$ cat config.mk
export PLATFORM = sky130hd
export DESIGN_NAME = preemptive_priority_scheduler_top
export DESIGN_NICKNAME = d
export VERILOG_FILES = /design/src/pps_pkg.sv /design/src/pps_ram.sv /design/src/preemptive_priority_scheduler_top.sv
export SDC_FILE = /design/constraint.sdc
export NUM_CORES = 1
export LEC_CHECK = 0
export BUFFER_PORTS_ARGS = -buffer_cell sky130_fd_sc_hd__buf_2
export CAP_MARGIN = 30
export CORE_UTILIZATION = 65
export CTS_CLUSTER_DIAMETER = 120
export DETAILED_ROUTE_END_ITERATION = 16
export PLACE_DENSITY = 0.78
export SETUP_SLACK_MARGIN = 0.1
export SLEW_MARGIN = 20
export SYNTH_ARGS = -nofsm -noshare
export SYNTH_HDL_FRONTEND = slang
export SYNTH_HIERARCHICAL = 1
export SYNTH_SLANG_ARGS = --single-unit
$ cat constraint.sdc
create_clock -name clk -period 23.1 [get_ports clk]
set_clock_uncertainty 0.15 [all_clocks]
set_input_delay 0 -clock clk [delete_from_list [all_inputs] [get_ports clk]]
set_output_delay 0 -clock clk [all_outputs]
set_load 0.005 [all_outputs]
$ cat src/pps_pkg.sv
// Shared types and constants for the preemptive priority scheduler.
package pps_pkg;

	localparam int MAX_PROC = 16;
	localparam int SLOT_W   = $clog2(MAX_PROC);
	localparam int CNT_W    = $clog2(MAX_PROC + 1);
	localparam int TIME_W   = 21;
	localparam logic [TIME_W-1:0] TIME_MAX = {TIME_W{1'b1}};

	typedef enum logic [1:0] {
		CMD_LOAD  = 2'd0,
		CMD_TICK  = 2'd1,
		CMD_CLEAR = 2'd2,
		CMD_NONE  = 2'd3
	} cmd_t;

	typedef struct packed {
		cmd_t               cmd;
		logic [15:0]        arrival;
		logic [15:0]        burst;
		logic signed [15:0] prio;
	} req_t;

	typedef struct packed {
		logic [3:0]        run_slot;
		logic              idle;
		logic              switched;
		logic              finished;
		logic [TIME_W-1:0] finish_time;
		logic [TIME_W-1:0] turnaround;
		logic [TIME_W-1:0] wait_time;
		logic              all_done;
	} res_t;

	// One process table entry as held in the table memory.
	typedef struct packed {
		logic [15:0]        arrival;
		logic [15:0]        burst;
		logic signed [15:0] prio;
		logic [15:0]        rem;
	} entry_t;

	localparam int ENTRY_W = $bits(entry_t);

endpackage

$ cat src/pps_ram.sv
// Generic single-port-write, single-port-read RAM with a registered read.
module pps_ram #(
	parameter int WIDTH = 8,
	parameter int DEPTH = 16
) (
	input  logic                     clk,
	input  logic                     we,
	input  logic [$clog2(DEPTH)-1:0] waddr,
	input  logic [WIDTH-1:0]         wdata,
	input  logic                     re,
	input  logic [$clog2(DEPTH)-1:0] raddr,
	output logic [WIDTH-1:0]         rdata
);

	logic [WIDTH-1:0] mem_q [DEPTH];

	always_ff @(posedge clk) begin
		if (we) begin
			mem_q[waddr] <= wdata;
		end
		if (re) begin
			rdata <= mem_q[raddr];
		end
	end

endmodule

$ cat src/preemptive_priority_scheduler_top.sv
// A tick scans the loaded table entries, then passes the done state, which registers the result.
// The scan reads one table entry per cycle from the single read port of the table memory; busy
// stays high through the scan and the done state, so no new request is taken until the tick is done.
// Load, clear and unknown requests give no result; busy stays low for them.
// Results are shown for one cycle on valid; the receiver cannot stall.
// Reset clears counts, clock and last slot; the table memory is not cleared.
module preemptive_priority_scheduler_top (
	input  logic          clk,
	input  logic          arst_n,
	input  logic          start,
	output logic          busy,
	input  pps_pkg::req_t request,
	output logic          valid,
	output pps_pkg::res_t result
);

	typedef enum logic [1:0] {
		ST_IDLE,
		ST_SCAN,
		ST_DONE
	} state_t;

	state_t                      state_q;
	logic [pps_pkg::CNT_W-1:0]   loaded_q;
	logic [pps_pkg::CNT_W-1:0]   done_cnt_q;
	logic [pps_pkg::TIME_W-1:0]  now_q;
	logic [pps_pkg::SLOT_W-1:0]  last_slot_q;
	logic                        last_vld_q;
	logic [pps_pkg::CNT_W-1:0]   idx_q;
	logic                        pend_s1;
	logic [pps_pkg::SLOT_W-1:0]  slot_s1;
	logic                        best_vld_q;
	logic [pps_pkg::SLOT_W-1:0]  best_slot_q;
	pps_pkg::entry_t             best_q;

	logic                        ram_we;
	logic [pps_pkg::SLOT_W-1:0]  ram_waddr;
	pps_pkg::entry_t             ram_wdata;
	logic                        ram_re;
	logic [pps_pkg::ENTRY_W-1:0] ram_rdata;
	pps_pkg::entry_t             rd_entry;

	logic                        accept;
	logic                        full;
	logic                        eligible;
	logic [15:0]                 rem_new;
	logic                        fin;
	logic [pps_pkg::TIME_W-1:0]  now_new;
	logic [pps_pkg::TIME_W-1:0]  ta;
	logic [pps_pkg::TIME_W-1:0]  burst_ext;
	logic [pps_pkg::CNT_W-1:0]   done_new;
	pps_pkg::res_t               res_new;

	assign busy     = (state_q != ST_IDLE);
	assign accept   = start && !busy;
	assign full     = (loaded_q == pps_pkg::CNT_W'(pps_pkg::MAX_PROC));
	assign rd_entry = pps_pkg::entry_t'(ram_rdata);

	assign ram_re   = (state_q == ST_SCAN) && (idx_q < loaded_q);

	// Table entry under test must have arrived, be unfinished and beat the best so far.
	assign eligible = pend_s1 &&
		({{(pps_pkg::TIME_W - 16){1'b0}}, rd_entry.arrival} <= now_q) &&
		(rd_entry.rem != 16'd0) &&
		(!best_vld_q || (rd_entry.prio > best_q.prio));

	assign rem_new   = best_q.rem - 16'd1;
	assign fin       = best_vld_q && (rem_new == 16'd0);
	assign now_new   = (now_q == pps_pkg::TIME_MAX) ? now_q : now_q + pps_pkg::TIME_W'(1);
	assign ta        = now_new - {{(pps_pkg::TIME_W - 16){1'b0}}, best_q.arrival};
	assign burst_ext = {{(pps_pkg::TIME_W - 16){1'b0}}, best_q.burst};
	assign done_new  = done_cnt_q + (fin ? pps_pkg::CNT_W'(1) : pps_pkg::CNT_W'(0));

	always_comb begin
		res_new          = '0;
		res_new.all_done = (done_new == loaded_q);
		if (!best_vld_q) begin
			res_new.idle = 1'b1;
		end else begin
			res_new.run_slot = 4'(best_slot_q);
			res_new.switched = !last_vld_q || (last_slot_q != best_slot_q);
			res_new.finished = fin;
			if (fin) begin
				res_new.finish_time = now_new;
				res_new.turnaround  = ta;
				res_new.wait_time   = (ta >= burst_ext) ? ta - burst_ext : '0;
			end
		end
	end

	always_comb begin
		ram_we    = 1'b0;
		ram_waddr = loaded_q[pps_pkg::SLOT_W-1:0];
		ram_wdata = '{arrival: request.arrival, burst: request.burst,
			prio: request.prio, rem: request.burst};
		if (accept && (request.cmd == pps_pkg::CMD_LOAD) && !full) begin
			ram_we = 1'b1;
		end else if ((state_q == ST_DONE) && best_vld_q) begin
			ram_we    = 1'b1;
			ram_waddr = best_slot_q;
			ram_wdata = best_q;
			ram_wdata.rem = rem_new;
		end
	end

	pps_ram #(
		.WIDTH(pps_pkg::ENTRY_W),
		.DEPTH(pps_pkg::MAX_PROC)
	) u_table (
		.clk   (clk),
		.we    (ram_we),
		.waddr (ram_waddr),
		.wdata (ram_wdata),
		.re    (ram_re),
		.raddr (idx_q[pps_pkg::SLOT_W-1:0]),
		.rdata (ram_rdata)
	);

	always_ff @(posedge clk or negedge arst_n) begin
		if (!arst_n) begin
			state_q     <= ST_IDLE;
			loaded_q    <= '0;
			done_cnt_q  <= '0;
			now_q       <= '0;
			last_slot_q <= '0;
			last_vld_q  <= 1'b0;
			idx_q       <= '0;
			pend_s1     <= 1'b0;
			slot_s1     <= '0;
			best_vld_q  <= 1'b0;
			best_slot_q <= '0;
			best_q      <= '0;
			valid       <= 1'b0;
			result      <= '0;
		end else begin
			valid <= (state_q == ST_DONE);
			case (state_q)
				ST_IDLE: begin
					if (accept) begin
						case (request.cmd)
							pps_pkg::CMD_LOAD: begin
								if (!full) begin
									loaded_q <= loaded_q + pps_pkg::CNT_W'(1);
									if (request.burst == 16'd0) begin
										done_cnt_q <= done_cnt_q + pps_pkg::CNT_W'(1);
									end
								end
							end
							pps_pkg::CMD_TICK: begin
								state_q    <= ST_SCAN;
								idx_q      <= '0;
								pend_s1    <= 1'b0;
								best_vld_q <= 1'b0;
							end
							pps_pkg::CMD_CLEAR: begin
								loaded_q   <= '0;
								done_cnt_q <= '0;
								now_q      <= '0;
								last_vld_q <= 1'b0;
							end
							default: begin
							end
						endcase
					end
				end
				ST_SCAN: begin
					pend_s1 <= ram_re;
					slot_s1 <= idx_q[pps_pkg::SLOT_W-1:0];
					if (ram_re) begin
						idx_q <= idx_q + pps_pkg::CNT_W'(1);
					end else if (!pend_s1) begin
						state_q <= ST_DONE;
					end
					if (eligible) begin
						best_vld_q  <= 1'b1;
						best_slot_q <= slot_s1;
						best_q      <= rd_entry;
					end
				end
				ST_DONE: begin
					state_q <= ST_IDLE;
					now_q   <= now_new;
					result  <= res_new;
					if (best_vld_q) begin
						last_slot_q <= best_slot_q;
						last_vld_q  <= 1'b1;
						done_cnt_q  <= done_new;
					end
				end
				default: begin
					state_q <= ST_IDLE;
				end
			endcase
		end
	end

endmodule

## Yosys cells after proc, flatten, opt, wreduce, memory -nomap -nowiden

Memories as Yosys holds them, arrays and structs flattened. A register that Yosys moved wholly into a read port is not among the register bits.
Index checks and enable logic that the tools add are counted.

| cells by class | value |
|---|---|
| $add $sub $neg | 8 |
| magnitude comparators | 4 |
| eq/ne operators | 20 |
| multiplexer cells | 44 |
| reductions and logical operators | 34 |

Operator list:

| kind | count |
|---|---|
| $mux 64 | 2 |
| $mux 21 | 4 |
| $mux 65 | 1 |
| $mux 63 | 1 |
| $pmux 21 s2 | 1 |
| $sub 21x16->21 | 2 |
| $mux 5 | 8 |
| $pmux 5 s2 | 4 |
| $logic_not 16->1 | 2 |
| $add 21x1->21 const B | 1 |
| $eq 21x21->1 const B | 1 |
| $ge 21x16->1 | 1 |
| $le 16x21->1 | 1 |
| $reduce_and 4->1 | 5 |
| $gt 16x16->1 | 1 |
| $reduce_bool 16->1 | 1 |
| $sub 16x1->16 const B | 1 |
| $add 5x1->5 const B | 3 |
| $ne 2x2->1 const B | 7 |
| $mux 1 | 12 |
| $mux 4 | 3 |
| $logic_and 1x1->1 | 9 |
| $mux 2 | 4 |
| $reduce_bool 2->1 | 4 |
| other kinds (18) | 31 |

| storage, ports and cells | value |
|---|---|
| register bits after elaboration | 189 |
| bits in writable memories | 1,024 |
| bits of input ports | 53 |
| output and inout port bits | 73 |
| logic and storage cells | 135 |
| memories kept | 1 |

Memory list:

| memory | words | bits a word | rd ports | clocked after Yosys merged registers in | write ports | RTL line | RTL |
|---|---|---|---|---|---|---|---|
| u_table.mem_q | 16 | 64 | 1 | 1 | 1 | pps_ram.sv:15 | `logic [WIDTH-1:0] mem_q [DEPTH];` |

## Depth between registers and ports, before layout

| depth | value |
|---|---|
| depth after elaboration | 8 |
| gate-level depth with buffers | 28 |
| depth with buffers taken out | 26 |

## Modules after synthesis

Netlist, hierarchy kept.

By module, submodules not included:

| module | instances | cells each | area an instance (um^2) | seq. area each (um^2) |
|---|---|---|---|---|
| pps_ram | 1 | 1,647 | 40,223.6 | 32,671.3 |
| preemptive_priority_scheduler_top | 1 | 1,296 | 11,703.7 | 4,729.5 |

## Worst setup path after synthesis

No wires, ideal clock.

| path | value |
|---|---|
| kind | register -> register |
| start | reg loaded_q[1] (netlist name) |
| end | reg idx_q[3] (netlist name) |
| setup time | 0.142 ns |
| arrival | 7.086 ns |
| required time | 22.808 ns |
| slack | 15.722 ns |
| stages on the path, launching flop included | 11 |
| buffers on the path | 0 |
| period minus slack after synthesis | 7.378 ns |
| cell sequence | dfrtp_1 > inv_1 > ha_1 > o21ai_0 > a21boi_0 > o21ai_0 > nand2b_1 > a211oi_1 > nand4_1 > xor2_1 > nor2_1 |

| on the way | value |
|---|---|
| longest elaborated chain between the ends | 4 |

Ends and longest elaborated chain:

| item | RTL line | RTL |
|---|---|---|
| from (decl) | preemptive_priority_scheduler_top.sv:24 | `logic [pps_pkg::CNT_W-1:0] loaded_q;` |
| from (signal assigned) | preemptive_priority_scheduler_top.sv:143 | `loaded_q <= loaded_q + pps_pkg::CNT_W'(1);` |
| $lt 5x5->1 | preemptive_priority_scheduler_top.sv:59 | `assign ram_re = (state_q == ST_SCAN) && (idx_q < loaded_q);` |
| $logic_and 1x1->1 | preemptive_priority_scheduler_top.sv:59 |  |
| named net ram_re | preemptive_priority_scheduler_top.sv:39 | `logic ram_re;` |
| $ne 2x2->1 (no line) | n/a |  |
| $reduce_and 4->1 (no line) | n/a |  |
| to (signal assigned) | preemptive_priority_scheduler_top.sv:170 | `idx_q <= idx_q + pps_pkg::CNT_W'(1);` |
| to (decl) | preemptive_priority_scheduler_top.sv:29 | `logic [pps_pkg::CNT_W-1:0] idx_q;` |

The timed path passes the listed nets, and every way through them passes these cells.
A chain may end at the register's enable or synchronous reset.

## Worst setup path in the final report

| path | value |
|---|---|
| start | reg now_q[5] (netlist name) |
| end | reg result[3] (netlist name) |

| on the way | value |
|---|---|
| longest elaborated chain between the ends | 7 |
| elaborated cells on any way between the ends | 9 |
| those cells by class | add/sub: 3; order compare: 1; eq/ne: 1; mux: 4 |

Ends and longest elaborated chain:

| item | RTL line | RTL |
|---|---|---|
| from (decl) | preemptive_priority_scheduler_top.sv:26 | `logic [pps_pkg::TIME_W-1:0] now_q;` |
| from (signal assigned) | preemptive_priority_scheduler_top.sv:182 | `now_q <= now_new;` |
| $add 21x1->21 / $eq 21x21->1 (equally long branches) | preemptive_priority_scheduler_top.sv:69 | `assign now_new = (now_q == pps_pkg::TIME_MAX) ? now_q : now_q + pps_pkg::TIME_W'(1);` |
| $mux 21 * | preemptive_priority_scheduler_top.sv:69 |  |
| $sub 21x16->21 * | preemptive_priority_scheduler_top.sv:70 | `assign ta = now_new - {{(pps_pkg::TIME_W - 16){1'b0}}, best_q.arrival};` |
| $ge 21x16->1 / $sub 21x16->21 (equally long branches) | preemptive_priority_scheduler_top.sv:86 | `res_new.wait_time = (ta >= burst_ext) ? ta - burst_ext : '0;` |
| $mux 21 * | preemptive_priority_scheduler_top.sv:86 |  |
| $mux 63 * | preemptive_priority_scheduler_top.sv:83 | `if (fin) begin` |
| $mux 65 * | preemptive_priority_scheduler_top.sv:77 | `if (!best_vld_q) begin` |
| to (signal assigned) | preemptive_priority_scheduler_top.sv:183 | `result <= res_new;` |
| to (decl) | preemptive_priority_scheduler_top.sv:14 | `output pps_pkg::res_t result` |

Mark *: on every way between the ends. The rest lies on a longest branch, timed or not.

==> metrics.log <==
[metrics] count of synthesis-stage warnings from yosys: 6
[metrics] arrival time of data at the critical path endpoint: 7.27 ns
[metrics] cell types with the highest counts after synthesis: edfxtp_1 (1088), nand2_1 (302), mux4_2 (256), dfrtp_1 (189), a22oi_1 (130)
[metrics] placeable core region: 0.07900 mm2
[metrics] clock slew seen by the registers of the worst setup and hold paths: 0.06 ns
[metrics] share of power burned in the clock network: 26.9%
[metrics] Maximum Capacitance Violations: 0
[metrics] final worst path period share: 29.86%
[metrics] Int Power: 4999 uW
[metrics] final max-slew violation count: 0
[metrics] Synthesized Nets: 3076
[metrics] PortBufs: 125
[metrics] Final Hold Vio Count: 0
[metrics] RSZ-0062 raised after global routing: false
[metrics] via count of the first global-routing pass: 30.66k
[metrics] sum of negative setup slack: 0 ns
[metrics] number of CTS-inserted buffers: 120
[metrics] result of the run: finished clean
[metrics] Final GP Congestion: 0.8822
[metrics] area delta synth->final: 13.68%
[metrics] detailed-placement wirelength estimate: 74.66 mm
[metrics] effective utilization at floorplan: 65.73%
[metrics] Post-CTS Setup Repair Bufs: 0
[metrics] largest net degree at the start of global routing: 84
[metrics] worst max-slew margin expressed relative to the limit: 28.97%
[metrics] area of the mapped netlist: 0.05193 mm2
[metrics] initial DRC count: 3434
[metrics] TritonCTS clock tree: yes
[metrics] slew at the pin closest to its max-slew limit: 1.064 ns
[metrics] buffer depth of the longest clock path: 3
[metrics] power density over the cells: 127.7 mW/mm2
[metrics] post-synthesis async set-or-reset flop share: 14.80%
[metrics] Final #Nets: 3357
[metrics] number of rows created at floorplan: 103
[metrics] initial antenna violation count: 2
[metrics] Die H: 284.6 um
[metrics] min Tclk post-route: 6.898 ns
[metrics] Startpoint Class: flop
[metrics] power consumption: 7538 uW
[metrics] number of detailed-routing iterations run before antenna repair: 7
[metrics] end-of-flow core utilization: 74.72%
[metrics] layout cells sized above 1: 24.69%
[metrics] type of the tightest min-delay check: primary input to flop
[metrics] routed wire length per instance: 31.03 um
[metrics] count of pins on the block boundary: 126
[metrics] NetSw: 2539 uW
[metrics] top cell type by total area after synthesis: edfxtp_1
[metrics] final routed DRC violation total: 0
[metrics] synthesized flop and latch total: 1277
[metrics] number of clock sinks: 1277
[metrics] critical path start-end classification: flop to flop
[metrics] H-tree depth reported by CTS: 3
[metrics] type of element capturing the critical path: flop
[metrics] CTS root buf: clkbuf_16
[metrics] EDFF count, synth: 1088
[metrics] number of antenna-violating nets in the routed design: 0
[metrics] Remaining Overflow, GRT: 0
[metrics] Flop pwr share: 39.1%
[metrics] Top FF cell, synth: edfxtp_1
[metrics] gate count after technology mapping: 2943
[metrics] IR drop worst, VDD: 0.09724 mV
[metrics] Lkg Pwr: 0.02072 uW
[metrics] detailed-route vias per instance: 6.818
[metrics] mean area per synthesized cell: 17.64 um2
[metrics] post-synthesis cell type count: 70
[metrics] Max Freq: 145.0 MHz
[metrics] share of the yosys chip area belonging to registers: 72.03%
[metrics] drt total wl: 135.9 mm
[metrics] global-route total usage across every layer: 34.06%
[metrics] x dimension of the die: 284.6 um
[metrics] Synth area leaders: edfxtp_1 (63%), mux4_2 (11%), dfrtp_1 (9.1%)
[metrics] via count: 29.86k
[metrics] switching power as a share of total power: 33.68%
[metrics] top cell type's share of synthesized area: 62.92%
[metrics] first-pass GRT wire length: 198.3 mm
[metrics] maximum fanout count along the critical path: 21
[metrics] Logic pwr share: 34.0%
[metrics] area of the die: 0.08102 mm2
[metrics] most instantiated library cell after synthesis: edfxtp_1
[metrics] endpoint required time on the critical path: 23.48 ns
[metrics] clk_lat worst skew: 0.72 ns
[metrics] final setup violating endpoints: 0
-- state kept, by name (all words and copies together), names as in the netlist --
register	count
best_slot_q	4
last_slot_q	4
last_vld_q	1
loaded_q	5
state_q	2
u_table/rdata	64
result	71
pend_s1	1
best_vld_q	1
done_cnt_q	5
idx_q	5
valid	1
best_q	64
now_q	21
u_table/mem_q	1024
slot_s1	4
-- critical path, cell delays in order (launching register included) --
cell	delay (ns)
dfrtp_1	0.44
nand4_2	0.23
or2_1	0.32
or2_1	0.27
nor3_1	0.65
xor2_1	0.27
ha_1	0.21
inv_1	0.06
fa_1	0.44
a211oi_1	0.28
o21ai_1	0.17
a21o_1	0.21
a21o_1	0.19
a21oi_1	0.20
o211ai_1	0.12
a21oi_1	0.18
xnor2_1	0.18
ha_1	0.37
a21o_1	0.23
o31ai_1	0.37
a21oi_1	0.17
nor3_1	0.24
a31o_2	0.63
o21ai_1	0.15
-- power groups by stage --
stage	Combinational, uW	Sequential, uW	Clock (uW)
2_1_floorplan	1740	2920	0
3_3_place_gp	2300	2960	0
3_5_place_dp	2400	2980	0
4_1_cts	2550	2940	2040
5_1_grt	2750	2960	2130
6_report	2560	2940	2030
-- per-layer routing --
metal / track usage (%) / wire length [um] / up-vias
met5: 0 / 20 / -
met4: 13.63 / 5781 / 2
met3: 6.565 / 13960 / 385
met2: 56.32 / 67790 / 1940
met1: 45.11 / 48370 / 15310
li1: - / - / 12220
-- kinds of logic (layout without fill, tap and decap cells) --
family	Yosys count	in the layout	synth area share (%)
flip-flops	1277	1277	72.03
AND/OR/NAND/NOR	530	530	4.590
AO/OA/AOI/OAI	421	421	5.426
multiplexers	326	326	12.62
buffers and inverters	224	610	1.920
XOR/XNOR	85	85	1.463
adder cells (fa/ha/maj)	80	80	1.957
other	0	1	0
-- worst paths after layout --
| check | from | to | slack (ns) | cells after the start |
|---|---|---|---|---|
| setup / recovery | now_q[5] | result[3] | 16.20 | 23 |
| hold / removal | request[27] | u_table/mem_q[5][43] | 0.04 | 3 |
| setup reg to reg | now_q[5] | result[3] | 16.20 | 23 |
| hold reg to reg | result[38] | result[38] | 0.31 | 2 |
| max in group asynchronous | arst_n | idx_q[0] | 21.59 | 4 |
| min in group asynchronous | arst_n | result[3] | 0.32 | 4 |
-- final cells by class --
type / instances / area, um2
multi-input combinational: 1442 / 13710
clock buffer: 155 / 3306
sequential: 1277 / 37410
inverter: 91 / 341.6
clock inverter: 72 / 788.3
timing repair buffer: 292 / 2156
tap: 1050 / 1314
fill: 4402 / 19970
antenna: 1 / 2.502
-- repair_timing --
item,CTS,global route
hold buffers,52,2
gates resized for setup,0,0
endpoints found under the hold margin,877,7
-- metrics by stage --
step	cell area [um2]	instances	setup slack, ns	hold WS (ns)
6_report	59030	4380	16.20	0.04396
5_1_grt	59030	4379	15.64	0.004574
4_1_cts	58910	4367	16.18	0.04547
3_5_place_dp	54280	4088	16.22	-0.1405
3_3_place_gp	54040	4069	16.35	-0.1470
2_1_floorplan	51930	2943	15.72	-0.4456
-- cells in the final DEF, fill, tap and decap left out, types with 21 or more instances in the layout --
cell	instances
buf_2	136
xnor2_1	58
o21ai_0	95
o31ai_1	22
nand2_1	301
a22oi_1	130
o21ai_1	21
xor2_1	25
clkinv_2	25
inv_1	90
buf_4	90
mux2_2	69
clkbuf_16	121
mux4_2	256
a21oi_1	51
dfrtp_1	187
nand3_1	25
nor4_1	22
edfxtp_1	1088
nand4_1	22
ha_1	78
dlygate4sd3_1	53
nor2_1	53
No activity file was read; power rests on OpenSTA's default activity.
